[src/mlqs_pkg.sv]
`timescale 1ns / 1ps
// ----------------------------------------------------------------------------
// mlqs_pkg
// Shared types, codes and defaults for the multilevel queue scheduler.
// ----------------------------------------------------------------------------
package mlqs_pkg;

  localparam int ID_BITS             = 8;
  localparam int NUM_LEVELS          = 4;
  localparam int LEVEL_DEPTH_DEF     = 16;
  localparam int STAGING_DEPTH_DEF   = 32;
  localparam int LIMIT_W             = 5;
  localparam logic [LIMIT_W-1:0] LIMIT_RESET = 5'd16;
  localparam logic [2:0] PRIO_MAX    = 3'd7;

  localparam logic OP_ADD      = 1'b0;
  localparam logic OP_DISPATCH = 1'b1;

  localparam logic [1:0] ST_ADDED      = 2'd0;
  localparam logic [1:0] ST_DROPPED    = 2'd1;
  localparam logic [1:0] ST_DISPATCHED = 2'd2;
  localparam logic [1:0] ST_EMPTY      = 2'd3;

  localparam logic [1:0] LV_RT = 2'd0;
  localparam logic [1:0] LV_U1 = 2'd1;
  localparam logic [1:0] LV_U2 = 2'd2;
  localparam logic [1:0] LV_U3 = 2'd3;

  typedef struct packed {
    logic               opcode;
    logic [ID_BITS-1:0] task_id;
    logic               task_realtime;
    logic [2:0]         task_priority;
    logic               demote;
  } in_t;

  typedef struct packed {
    logic [1:0]         status;
    logic [ID_BITS-1:0] out_task_id;
    logic               out_realtime;
    logic [2:0]         out_priority;
  } out_t;

  typedef struct packed {
    logic [ID_BITS-1:0] id;
    logic               rt;
    logic [2:0]         prio;
  } entry_t;

  typedef struct packed {
    logic accept_add;
    logic accept_disp;
    logic drain_rd;
    logic drain_wr;
    logic pop_rd;
    logic pop_done;
  } cmd_t;

  typedef struct packed {
    logic stg_empty;
    logic drain_last;
    logic any_level;
    logic out_blocked;
  } sts_t;

endpackage

[src/mlqs_ctrl.sv]
`timescale 1ns / 1ps
// ----------------------------------------------------------------------------
// mlqs_ctrl
// Sequencer: accepts items, walks the staging drain, then the level pop.
// ----------------------------------------------------------------------------
module mlqs_ctrl (
  input  logic            clk,
  input  logic            rst,
  input  logic            in_valid,
  input  logic            opcode,
  input  mlqs_pkg::sts_t  sts,
  output logic            in_stall,
  output mlqs_pkg::cmd_t  cmd
);

  typedef enum logic [4:0] {
    S_IDLE     = 5'b00001,
    S_DRAIN_RD = 5'b00010,
    S_DRAIN_WR = 5'b00100,
    S_POP_RD   = 5'b01000,
    S_POP_DONE = 5'b10000
  } state_t;

  state_t state, state_next;
  logic   accept;

  assign in_stall = (state != S_IDLE) || sts.out_blocked;
  assign accept   = in_valid && !in_stall;

  always_comb begin
    cmd = '0;
    cmd.accept_add  = accept && (opcode == mlqs_pkg::OP_ADD);
    cmd.accept_disp = accept && (opcode == mlqs_pkg::OP_DISPATCH);
    cmd.drain_rd    = (state == S_DRAIN_RD);
    cmd.drain_wr    = (state == S_DRAIN_WR);
    cmd.pop_rd      = (state == S_POP_RD);
    cmd.pop_done    = (state == S_POP_DONE);
  end

  always_comb begin
    state_next = state;
    unique case (state)
      S_IDLE: begin
        if (cmd.accept_disp) begin
          state_next = sts.stg_empty ? S_POP_RD : S_DRAIN_RD;
        end
      end
      S_DRAIN_RD: state_next = S_DRAIN_WR;
      S_DRAIN_WR: state_next = sts.drain_last ? S_POP_RD : S_DRAIN_RD;
      S_POP_RD:   state_next = sts.any_level ? S_POP_DONE : S_IDLE;
      S_POP_DONE: state_next = S_IDLE;
      default:    state_next = S_IDLE;
    endcase
  end

  always_ff @(posedge clk) begin
    if (rst) begin
      state <= S_IDLE;
    end else begin
      state <= state_next;
    end
  end

endmodule

[src/mlqs_dp.sv]
`timescale 1ns / 1ps
// ----------------------------------------------------------------------------
// mlqs_dp
// Datapath: staging FIFO, level FIFO memory, limit register, result register.
// ----------------------------------------------------------------------------
module mlqs_dp #(
  parameter int LEVEL_DEPTH   = mlqs_pkg::LEVEL_DEPTH_DEF,
  parameter int STAGING_DEPTH = mlqs_pkg::STAGING_DEPTH_DEF
) (
  input  logic                          clk,
  input  logic                          rst,
  input  mlqs_pkg::cmd_t                cmd,
  input  mlqs_pkg::in_t                 in_data,
  input  logic                          cfg_we,
  input  logic [mlqs_pkg::LIMIT_W-1:0]  cfg_wdata,
  input  logic                          out_stall,
  output logic                          out_valid,
  output mlqs_pkg::out_t                out_data,
  output mlqs_pkg::sts_t                sts
);

  localparam int SI_W   = $clog2(STAGING_DEPTH);
  localparam int SC_W   = $clog2(STAGING_DEPTH + 1);
  localparam int LI_W   = (LEVEL_DEPTH > 1) ? $clog2(LEVEL_DEPTH) : 1;
  localparam int LC_W   = $clog2(LEVEL_DEPTH + 1);
  localparam int CMP_W  = (LC_W > mlqs_pkg::LIMIT_W) ? LC_W : mlqs_pkg::LIMIT_W;
  localparam int NL     = mlqs_pkg::NUM_LEVELS;
  localparam int LMEM_N = NL * (1 << LI_W);

  mlqs_pkg::entry_t stg_mem [STAGING_DEPTH];
  mlqs_pkg::entry_t lvl_mem [LMEM_N];

  logic [SI_W-1:0]             stg_head;
  logic [SC_W-1:0]             stg_count;
  logic [SC_W-1:0]             drain_left;
  mlqs_pkg::entry_t            stg_rd;
  mlqs_pkg::entry_t            lvl_rd;
  logic [LI_W-1:0]             lvl_head  [NL];
  logic [LC_W-1:0]             lvl_count [NL];
  logic [mlqs_pkg::LIMIT_W-1:0] limit;
  mlqs_pkg::out_t              out_reg;

  logic [SI_W-1:0]  stg_tail;
  logic [SC_W:0]    stg_sum;
  logic [SI_W-1:0]  stg_head_inc;
  logic             stg_full;
  logic [LI_W-1:0]  lvl_tail [NL];
  logic [LC_W:0]    lvl_sum  [NL];
  logic [NL-1:0]    room;
  logic [NL-1:0]    nonempty;
  logic             place_ok;
  logic [1:0]       place_lv;
  logic [1:0]       pop_sel;
  logic [2:0]       new_prio;
  mlqs_pkg::entry_t new_entry;
  mlqs_pkg::entry_t stg_wr_data;
  logic             stg_we;

  // staging tail = head + count, wrapped once
  always_comb begin
    stg_sum = (SC_W + 1)'(stg_head) + (SC_W + 1)'(stg_count);
    if (stg_sum >= (SC_W + 1)'(STAGING_DEPTH)) begin
      stg_sum = stg_sum - (SC_W + 1)'(STAGING_DEPTH);
    end
    stg_tail = stg_sum[SI_W-1:0];
  end

  assign stg_head_inc = (stg_head == SI_W'(STAGING_DEPTH - 1)) ? '0 : stg_head + 1'b1;
  assign stg_full     = (stg_count == SC_W'(STAGING_DEPTH));

  always_comb begin
    for (int l = 0; l < NL; l++) begin
      lvl_sum[l] = (LC_W + 1)'(lvl_head[l]) + (LC_W + 1)'(lvl_count[l]);
      if (lvl_sum[l] >= (LC_W + 1)'(LEVEL_DEPTH)) begin
        lvl_sum[l] = lvl_sum[l] - (LC_W + 1)'(LEVEL_DEPTH);
      end
      lvl_tail[l] = lvl_sum[l][LI_W-1:0];
      // count never exceeds depth, so this also caps the limit at depth
      room[l]     = (CMP_W'(lvl_count[l]) < CMP_W'(limit)) &&
                    (lvl_count[l] < LC_W'(LEVEL_DEPTH));
      nonempty[l] = (lvl_count[l] != '0);
    end
  end

  // placement of the entry read from staging
  always_comb begin
    place_ok = 1'b0;
    place_lv = mlqs_pkg::LV_RT;
    if (stg_rd.rt && room[mlqs_pkg::LV_RT]) begin
      place_ok = 1'b1;
      place_lv = mlqs_pkg::LV_RT;
    end else if (stg_rd.prio == 3'd1) begin
      place_ok = room[mlqs_pkg::LV_U1];
      place_lv = mlqs_pkg::LV_U1;
    end else if (stg_rd.prio == 3'd2) begin
      place_ok = room[mlqs_pkg::LV_U2];
      place_lv = mlqs_pkg::LV_U2;
    end else if (stg_rd.prio >= 3'd3) begin
      place_ok = room[mlqs_pkg::LV_U3];
      place_lv = mlqs_pkg::LV_U3;
    end
  end

  always_comb begin
    priority if (nonempty[mlqs_pkg::LV_RT]) pop_sel = mlqs_pkg::LV_RT;
    else if (nonempty[mlqs_pkg::LV_U1])     pop_sel = mlqs_pkg::LV_U1;
    else if (nonempty[mlqs_pkg::LV_U2])     pop_sel = mlqs_pkg::LV_U2;
    else                                    pop_sel = mlqs_pkg::LV_U3;
  end

  always_comb begin
    new_prio = in_data.task_priority;
    if (in_data.demote && (new_prio != mlqs_pkg::PRIO_MAX)) begin
      new_prio = new_prio + 3'd1;
    end
    new_entry.id   = in_data.task_id;
    new_entry.rt   = in_data.task_realtime;
    new_entry.prio = new_prio;
  end

  assign stg_we      = (cmd.accept_add && !stg_full) || (cmd.drain_wr && !place_ok);
  assign stg_wr_data = cmd.drain_wr ? stg_rd : new_entry;

  // memories
  always_ff @(posedge clk) begin
    if (stg_we) begin
      stg_mem[stg_tail] <= stg_wr_data;
    end
    if (cmd.drain_rd) begin
      stg_rd <= stg_mem[stg_head];
    end
  end

  always_ff @(posedge clk) begin
    if (cmd.drain_wr && place_ok) begin
      lvl_mem[{place_lv, lvl_tail[place_lv]}] <= stg_rd;
    end
    if (cmd.pop_rd) begin
      lvl_rd <= lvl_mem[{pop_sel, lvl_head[pop_sel]}];
    end
  end

  // control state of the FIFOs
  always_ff @(posedge clk) begin
    if (rst) begin
      stg_head   <= '0;
      stg_count  <= '0;
      drain_left <= '0;
      for (int l = 0; l < NL; l++) begin
        lvl_head[l]  <= '0;
        lvl_count[l] <= '0;
      end
    end else begin
      if (cmd.accept_add && !stg_full) begin
        stg_count <= stg_count + 1'b1;
      end
      if (cmd.accept_disp) begin
        drain_left <= stg_count;
      end
      if (cmd.drain_rd) begin
        stg_head  <= stg_head_inc;
        stg_count <= stg_count - 1'b1;
      end
      if (cmd.drain_wr) begin
        drain_left <= drain_left - 1'b1;
        if (place_ok) begin
          lvl_count[place_lv] <= lvl_count[place_lv] + 1'b1;
        end else begin
          stg_count <= stg_count + 1'b1;
        end
      end
      if (cmd.pop_rd && (nonempty != '0)) begin
        lvl_count[pop_sel] <= lvl_count[pop_sel] - 1'b1;
        lvl_head[pop_sel]  <= (lvl_head[pop_sel] == LI_W'(LEVEL_DEPTH - 1)) ?
                              '0 : lvl_head[pop_sel] + 1'b1;
      end
    end
  end

  always_ff @(posedge clk) begin
    if (rst) begin
      limit <= mlqs_pkg::LIMIT_RESET;
    end else if (cfg_we) begin
      limit <= cfg_wdata;
    end
  end

  // result register
  always_ff @(posedge clk) begin
    if (rst) begin
      out_valid <= 1'b0;
    end else if (cmd.accept_add || cmd.pop_done || (cmd.pop_rd && (nonempty == '0))) begin
      out_valid <= 1'b1;
    end else if (!out_stall) begin
      out_valid <= 1'b0;
    end
  end

  always_ff @(posedge clk) begin
    if (cmd.accept_add) begin
      out_reg        <= '0;
      out_reg.status <= stg_full ? mlqs_pkg::ST_DROPPED : mlqs_pkg::ST_ADDED;
    end else if (cmd.pop_rd && (nonempty == '0)) begin
      out_reg        <= '0;
      out_reg.status <= mlqs_pkg::ST_EMPTY;
    end else if (cmd.pop_done) begin
      out_reg.status       <= mlqs_pkg::ST_DISPATCHED;
      out_reg.out_task_id  <= lvl_rd.id;
      out_reg.out_realtime <= lvl_rd.rt;
      out_reg.out_priority <= lvl_rd.prio;
    end
  end

  assign out_data = out_reg;

  always_comb begin
    sts.stg_empty   = (stg_count == '0);
    sts.drain_last  = (drain_left == SC_W'(1));
    sts.any_level   = (nonempty != '0);
    sts.out_blocked = out_valid && out_stall;
  end

  a_stg_bound : assert property (@(posedge clk) disable iff (rst)
    stg_count <= SC_W'(STAGING_DEPTH))
    else $error("staging count above depth");

  a_lvl_bound : assert property (@(posedge clk) disable iff (rst)
    (lvl_count[0] <= LC_W'(LEVEL_DEPTH)) && (lvl_count[1] <= LC_W'(LEVEL_DEPTH)) &&
    (lvl_count[2] <= LC_W'(LEVEL_DEPTH)) && (lvl_count[3] <= LC_W'(LEVEL_DEPTH)))
    else $error("level count above depth");

  a_no_load_blocked : assert property (@(posedge clk) disable iff (rst)
    (out_valid && out_stall) |-> !(cmd.accept_add || cmd.pop_done))
    else $error("result loaded while output held");

  a_fields_zero : assert property (@(posedge clk) disable iff (rst)
    (out_valid && (out_reg.status != mlqs_pkg::ST_DISPATCHED)) |->
    (out_reg.out_task_id == '0))
    else $error("non-dispatch result carries an id");

endmodule

[src/multilevel_priority_queue_scheduler.sv]
`timescale 1ns / 1ps
// ----------------------------------------------------------------------------
// multilevel_priority_queue_scheduler
// Staging FIFO feeding four level FIFOs (realtime, user 1..3), one result
// per item.
// ----------------------------------------------------------------------------
// Input channel in_valid/in_stall/in_data: add (opcode 0) or dispatch (1).
// Output channel out_valid/out_stall/out_data: one result per item.
// cfg_we/cfg_wdata write the level queue limit (reset 16).
// An add's result is registered: it is valid the cycle after accept.
// A dispatch walks the entries staged at accept time, each with a staging
// memory read, then a placement write, then reads the level memory. One
// item is in work at a time; in_stall is high while a dispatch runs or
// while a result waits on a stalled receiver. The result register holds
// its item until taken.
// Synchronous reset empties all FIFOs (counts and heads to zero) and drops
// any pending result; stored entries are not cleared.
// ----------------------------------------------------------------------------
module multilevel_priority_queue_scheduler #(
  parameter int LEVEL_DEPTH   = mlqs_pkg::LEVEL_DEPTH_DEF,
  parameter int STAGING_DEPTH = mlqs_pkg::STAGING_DEPTH_DEF
) (
  input  logic                          clk,
  input  logic                          rst,
  input  logic                          in_valid,
  output logic                          in_stall,
  input  mlqs_pkg::in_t                 in_data,
  output logic                          out_valid,
  input  logic                          out_stall,
  output mlqs_pkg::out_t                out_data,
  input  logic                          cfg_we,
  input  logic [mlqs_pkg::LIMIT_W-1:0]  cfg_wdata
);

  mlqs_pkg::cmd_t cmd;
  mlqs_pkg::sts_t sts;

  mlqs_ctrl u_ctrl (
    .clk      (clk),
    .rst      (rst),
    .in_valid (in_valid),
    .opcode   (in_data.opcode),
    .sts      (sts),
    .in_stall (in_stall),
    .cmd      (cmd)
  );

  mlqs_dp #(
    .LEVEL_DEPTH   (LEVEL_DEPTH),
    .STAGING_DEPTH (STAGING_DEPTH)
  ) u_dp (
    .clk       (clk),
    .rst       (rst),
    .cmd       (cmd),
    .in_data   (in_data),
    .cfg_we    (cfg_we),
    .cfg_wdata (cfg_wdata),
    .out_stall (out_stall),
    .out_valid (out_valid),
    .out_data  (out_data),
    .sts       (sts)
  );

endmodule

[config.mk]
export PLATFORM = sky130hd
export DESIGN_NAME = multilevel_priority_queue_scheduler
export DESIGN_NICKNAME = d
export VERILOG_FILES = /design/src/mlqs_pkg.sv /design/src/mlqs_ctrl.sv /design/src/mlqs_dp.sv /design/src/multilevel_priority_queue_scheduler.sv
export SDC_FILE = /design/constraint.sdc
export NUM_CORES = 2
export LEC_CHECK = 0
export BUFFER_PORTS_ARGS = -buffer_cell sky130_fd_sc_hd__buf_4
export CORE_AREA = 5 5 325 327
export DETAILED_ROUTE_END_ITERATION = 7
export DIE_AREA = 0 0 330 332
export SYNTH_ARGS = -nofsm -noshare
export SYNTH_HDL_FRONTEND = slang
export SYNTH_SLANG_ARGS = --single-unit
export TNS_END_PERCENT = 5
[constraint.sdc]
create_clock -name clk -period 5 [get_ports clk]
set_input_delay 1 -clock clk [delete_from_list [all_inputs] [get_ports clk]]
set_output_delay 1 -clock clk [all_outputs]
set_load 0.01 [all_outputs]
Word level (Yosys, flattened, before mapping)
Memory sizes are Yosys's and may differ from the RTL's. A register that Yosys moved wholly into a read port is not among the register bits. Cells that the tools add are included.

$add $sub $neg: 18. $lt $le $gt $ge: 15. Equality and inequality tests: 15. Muxes and demuxes: 62. Bitwise gates (word level): 2. Reductions and logical operators: 35.

Operator list (count): 14-bit two-way mux (3); 4-bit two-way mux (10); 6-bit two-way mux (6); 5-bit two-way mux (6); 4-bit by 5-bit adder with 6-bit output (4); 6-bit by 5-bit greater-or-equal comparator with 1-bit output (second input constant) (4); 1-bit two-way mux (24); 5-bit < comparator (4); 5-bit < comparator (second input constant) (4); 5-bit one-hot mux with 4 select lines (1); 5-bit nonzero test (4); 2-bit two-way mux (9); 4-bit by 1-bit subtractor with 4-bit output (second input constant) (4); 1-bit logical AND (15); 12-bit two-way mux (1); 6-bit by 1-bit subtractor with 6-bit output (second input constant) (2); 5-bit by 1-bit adder with 5-bit output (second input constant) (2); 5-bit equality test (second input constant) (2); 5-bit OR reduction (2); 5-bit by 1-bit subtractor with 5-bit output (second input constant) (2); 4-bit binary-select mux with 2-bit select (1); 5-bit by 6-bit adder with 7-bit output (1); 7-bit by 6-bit greater-or-equal comparator with 1-bit output (second input constant) (1); 6-bit by 1-bit adder with 6-bit output (second input constant) (1); 29 further kinds (34).

Flip-flop bits (word level): 42. RAM bits: 1188. Input port bits: 24. Logic and storage cells: 161. Memories kept: 4.

Memory list: u_dp.lvl_mem (words 64, bits a word 12, rd ports 1, clocked after memory_dff 1, write ports 1, line mlqs_dp.sv:31) `mlqs_pkg::entry_t lvl_mem [LMEM_N];`; u_dp.stg_mem (words 32, bits a word 12, rd ports 1, clocked after memory_dff 1, write ports 1, line mlqs_dp.sv:30) `mlqs_pkg::entry_t stg_mem [STAGING_DEPTH];`; u_dp.lvl_count (words 4, bits a word 5, rd ports 6, clocked after memory_dff 0, write ports 4, line mlqs_dp.sv:39) `logic [LC_W-1:0] lvl_count [NL];`; u_dp.lvl_head (words 4, bits a word 4, rd ports 5, clocked after memory_dff 0, write ports 4, line mlqs_dp.sv:38) `logic [LI_W-1:0] lvl_head [NL];`.

Logic depth before layout (Yosys ltp)
An unclocked memory read counts as a cell.

Depth in word-level cells: 14. Depth in mapped cells: 16. Mapped depth without buffers: 12.

By module
Synthesis repeated with hierarchy kept, for this count alone.

Cells, all modules: 2836. Area total of the unflattened synthesis: 50816.2 um2.

By module, submodules not included: mlqs_dp (times used 1, cells an instance 2797, area an instance 50477.2 um2, sequential area each 37155.6 um2); mlqs_ctrl (times used 1, cells an instance 39, area an instance 339.1 um2, sequential area each 100.1 um2).

Worst setup path before layout
OpenSTA, ideal clock, no wires.

Path type: reg-to-reg. Start: register, netlist name u_dp.stg_rd[1]. End: memory u_dp.stg_mem[12][0] (netlist name), enable pin. Data arrival time: 3359 ps. Data required time: 4620 ps. Setup slack: 1261 ps. Cell stages (with the launch flop): 11. Path buffers: 2. Period minus slack after synthesis: 3739 ps. Path through: edfxtp_1 > clkbuf_1 > nor2_1 > nand2_1 > nor3_1 > o211a_1 > nor4_1 > a21o_1 > or3b_2 > clkbuf_1 > nor2_1.

Word-level cells in the longest chain between the ends: 10.

RTL lines: 3-bit by 2-bit greater-or-equal comparator with 1-bit output (line mlqs_dp.sv:98) `end else if (stg_rd.prio >= 3'd3) begin`; 1-bit two-way mux (line mlqs_dp.sv:98); 1-bit two-way mux (line mlqs_dp.sv:95) `end else if (stg_rd.prio == 3'd2) begin`; 1-bit two-way mux * (line mlqs_dp.sv:92) `end else if (stg_rd.prio == 3'd1) begin`; 1-bit two-way mux * (line mlqs_dp.sv:89) `if (stg_rd.rt && room[mlqs_pkg::LV_RT]) begin`; 1-bit logical NOT * (line mlqs_dp.sv:121) `assign stg_we = (cmd.accept_add && !stg_full) || (cmd.drain_wr && !place_ok);`; 1-bit logical AND * (line mlqs_dp.sv:121); 1-bit logical OR * (line mlqs_dp.sv:121); 1-bit two-way mux * (line mlqs_dp.sv:126) `if (stg_we) begin`; 1-bit two-way mux (not written as such) * (line mlqs_dp.sv:127) `stg_mem[stg_tail] <= stg_wr_data;`; to (decl) (line mlqs_dp.sv:30).

Mark *: on every way between the ends. The rest lies on a longest branch, timed or not.

==> run metrics <==
outcome complete, no violations; cell accounting for the most synthesized area edfxtp_1; # nets final 3120; Final setup violation count 0; Slew HR 0.185; drt first pass iters 6; Post-Syn Nets 2916; delay-heaviest family, CP compound AO/OA/AOI/OAI gates; reg2reg path depth 11; Finished Cell Area 57600 um2; Clock Tree Root clkbuf_16; synthesized area 50700 um2; DIE WIDTH 330 um; Synth async-reset ratio 0; worst-margin pin slew 1.22 ns; setup bufs post-CTS 0; top-area cell type share of the netlist area 0.720; most frequent cells after synthesis edfxtp_1 (1214), nand2_1 (261), mux4_2 (245); flop-to-flop setup slack 0.30 ns; Fin. Hold Viols 0; DIE HEIGHT 332 um; Data required, critical path 5.59 ns; Inserted Clock Buffers 132; WHS Path Cells 2; unrepaired setup endpoints after global routing no; top_reg_cell synth edfxtp_1; hold_buf cts 0; worst path buffer plus inverter count 2; total track usage 0.248; DR WL/cell 30.0 um; Core Area 103000 um2; Final min period 4.70 ns; Leakage 18.7 nW; Post-synth EDFFs 1214; Worst EP arrival 5.29 ns; most frequent cell after synthesis edfxtp_1; PwrDens 399 nW/um2; largest net degree at the start of global routing 102; Synth area leaders edfxtp_1 (72%), mux4_2 (11%), nand2_1 (1.9%); share of layout cells above drive strength 1 0.220; final setup TNS 0 ns; vias in the first global route 27980; die area 110000 um2; crit path max fanout 61; Worst R2R End u_dp.lvl_rd[11]; DP Area 53400 um2; Slew Viols, Final 0; crit share post-route 0.939; CTS clock-pin slew for the worst setup and hold paths 0.06 ns; area delta synth->final 13.7%; fraction of the yosys area taken by sequential cells 0.735; post-DP HPWL 85.8 mm; gpl congestion 0.912; DRC Markers 0; input/output buffers 39; Cells after Synth 2843; #FFs+latches synth 1254; Routed Antenna Nets 0; Starting Density 0.494; clk_lat worst skew 0.73 ns; Peak VDD IR 311 uV; DR iter-0 viols 3196; TritonCTS Sinks 1254; initial antenna violation count 5; Crit. path cell count 11; H-tree Lvls 4; Setup crit start kind flip-flop; clock tree buffer depth 3; first-pass GRT wire length 198 mm; row count 118; slowest stage delay, CP 0.94 ns; Yosys cell types 83; worst r2r src u_dp.lvl_count[0][1]; number of maximum-capacitance violations 0; synth warn 0; Top Ports 40; Hold Crit Endpoint u_dp.drain_left[1]; CP Capture Type flip-flop; Worst Hold Class reg2reg; CP Class reg2reg; Hold Path Origin u_dp.drain_left[1]; Max Clock Freq 213 MHz; PostCTS Resize Cnt 0; routed vias/inst 6.23; grt ovf 0; final WL 136 mm; CTS tree built; skew final 0.0258 ns; total number of vias 28170; Mean Syn Cell Area 17.8 um2; slowest CP cell a2111oi_0; critical path, cell by cell nor3_2, nand2_1, a2bb2oi_2, and2_2, buf_4, a2111oi_1, buf_2, a41oi_1, a31oi_1, a2111oi_0, and4_1
-- where the power goes --
part	total, mW	switching, mW	internal (mW)
combinational	1.82	1.17	0.654
clock	9.47	3.92	5.55
sequential	11.7	0.0948	11.6
-- placed cells by master (no fill, tap or decap), drive strengths merged, types with 39 or more instances in the layout --
cell	count
inv	39
edfxtp	1214
ha	44
a22oi	46
mux2i	39
buf	215
nor2	192
dfxtp	40
clkbuf	180
mux4	245
a21oi	91
nand2	262
nand3	66
-- through the flow --
stage	utilization	hold slack, ns	power (mW)	instances	setup WS (ns)
6_report	0.561	0.482	23.0	4524	0.304
4_1_cts	0.561	0.463	23.1	4523	0.372
3_3_place_gp	0.521	0.456	13.7	4292	0.253
3_5_place_dp	0.521	0.475	13.7	4293	0.441
5_1_grt	0.561	0.504	23.7	4523	0.134
2_1_floorplan	-	0.443	13.0	2843	1.26
-- sequential cells by signal (all words and copies together) (netlist names), 12 cells and up --
signal,count
u_dp.lvl_rd,12
u_dp.stg_rd,12
u_dp.lvl_head,16
u_dp.stg_mem,384
u_dp.out_data,14
u_dp.lvl_mem,768
u_dp.lvl_count,20
-- metal layers --
metal,GRT usage,part of all wire,up-vias
met5,0,0.00019,-
met4,0.102,0.045,4
met3,0.0411,0.080,295
met2,0.386,0.47,1350
met1,0.354,0.41,14669
li1,-,-,11852
-- worst max-delay path by stage --
stage	start	to	slack, ns
finish	u_dp.lvl_count[0][1]	u_dp.lvl_rd[11]	0.30
CTS	u_dp.stg_rd[0]	u_dp.stg_mem[22][9]	0.37
floorplan	u_dp.stg_rd[1]	u_dp.stg_mem[12][0]	1.26
global placement	u_dp.lvl_count[1][3]	u_dp.lvl_rd[11]	0.25
detailed placement	u_dp.stg_rd[0]	u_dp.stg_mem[22][1]	0.44
global route	u_dp.stg_rd[0]	u_dp.stg_mem[29][6]	0.13
-- worst reg2reg max path, stage by stage, from the launching register on --
cell and delay, ns:
edfxtp_1 0.48, nor3_2 0.39, nand2_1 0.44, a2bb2oi_2 0.31, and2_2 0.26, buf_4 0.64
a2111oi_1 0.18, buf_2 0.21, a41oi_1 0.25, a31oi_1 0.13, a2111oi_0 0.94, and4_1 0.33
-- layout make-up --
cell class | count | area [um2]
Tap cell | 1380 | 1730
Inverter | 35 | 151
Antenna cell | 1 | 2.50
Fill cell | 7878 | 45000
Sequential cell | 1254 | 37300
Timing Repair Buffer | 215 | 1690
Clock buffer | 180 | 3660
Multi-Input combinational cell | 1409 | 12600
Clock inverter | 50 | 514
-- logic make-up (layout without fill, tap and decap cells) --
group           Yosys count  count (layout)  synth area share
flops                  1254            1254             0.735
simple gates            658             658            0.0584
compound gates          372             372            0.0510
mux                     301             301             0.120
buf+inv                 180             480            0.0169
fa+ha+maj                49              49            0.0128
xor+xnor                 29              29           0.00501
other cells               0               1                 0
Note: power is estimated with default switching activity, not from simulation.
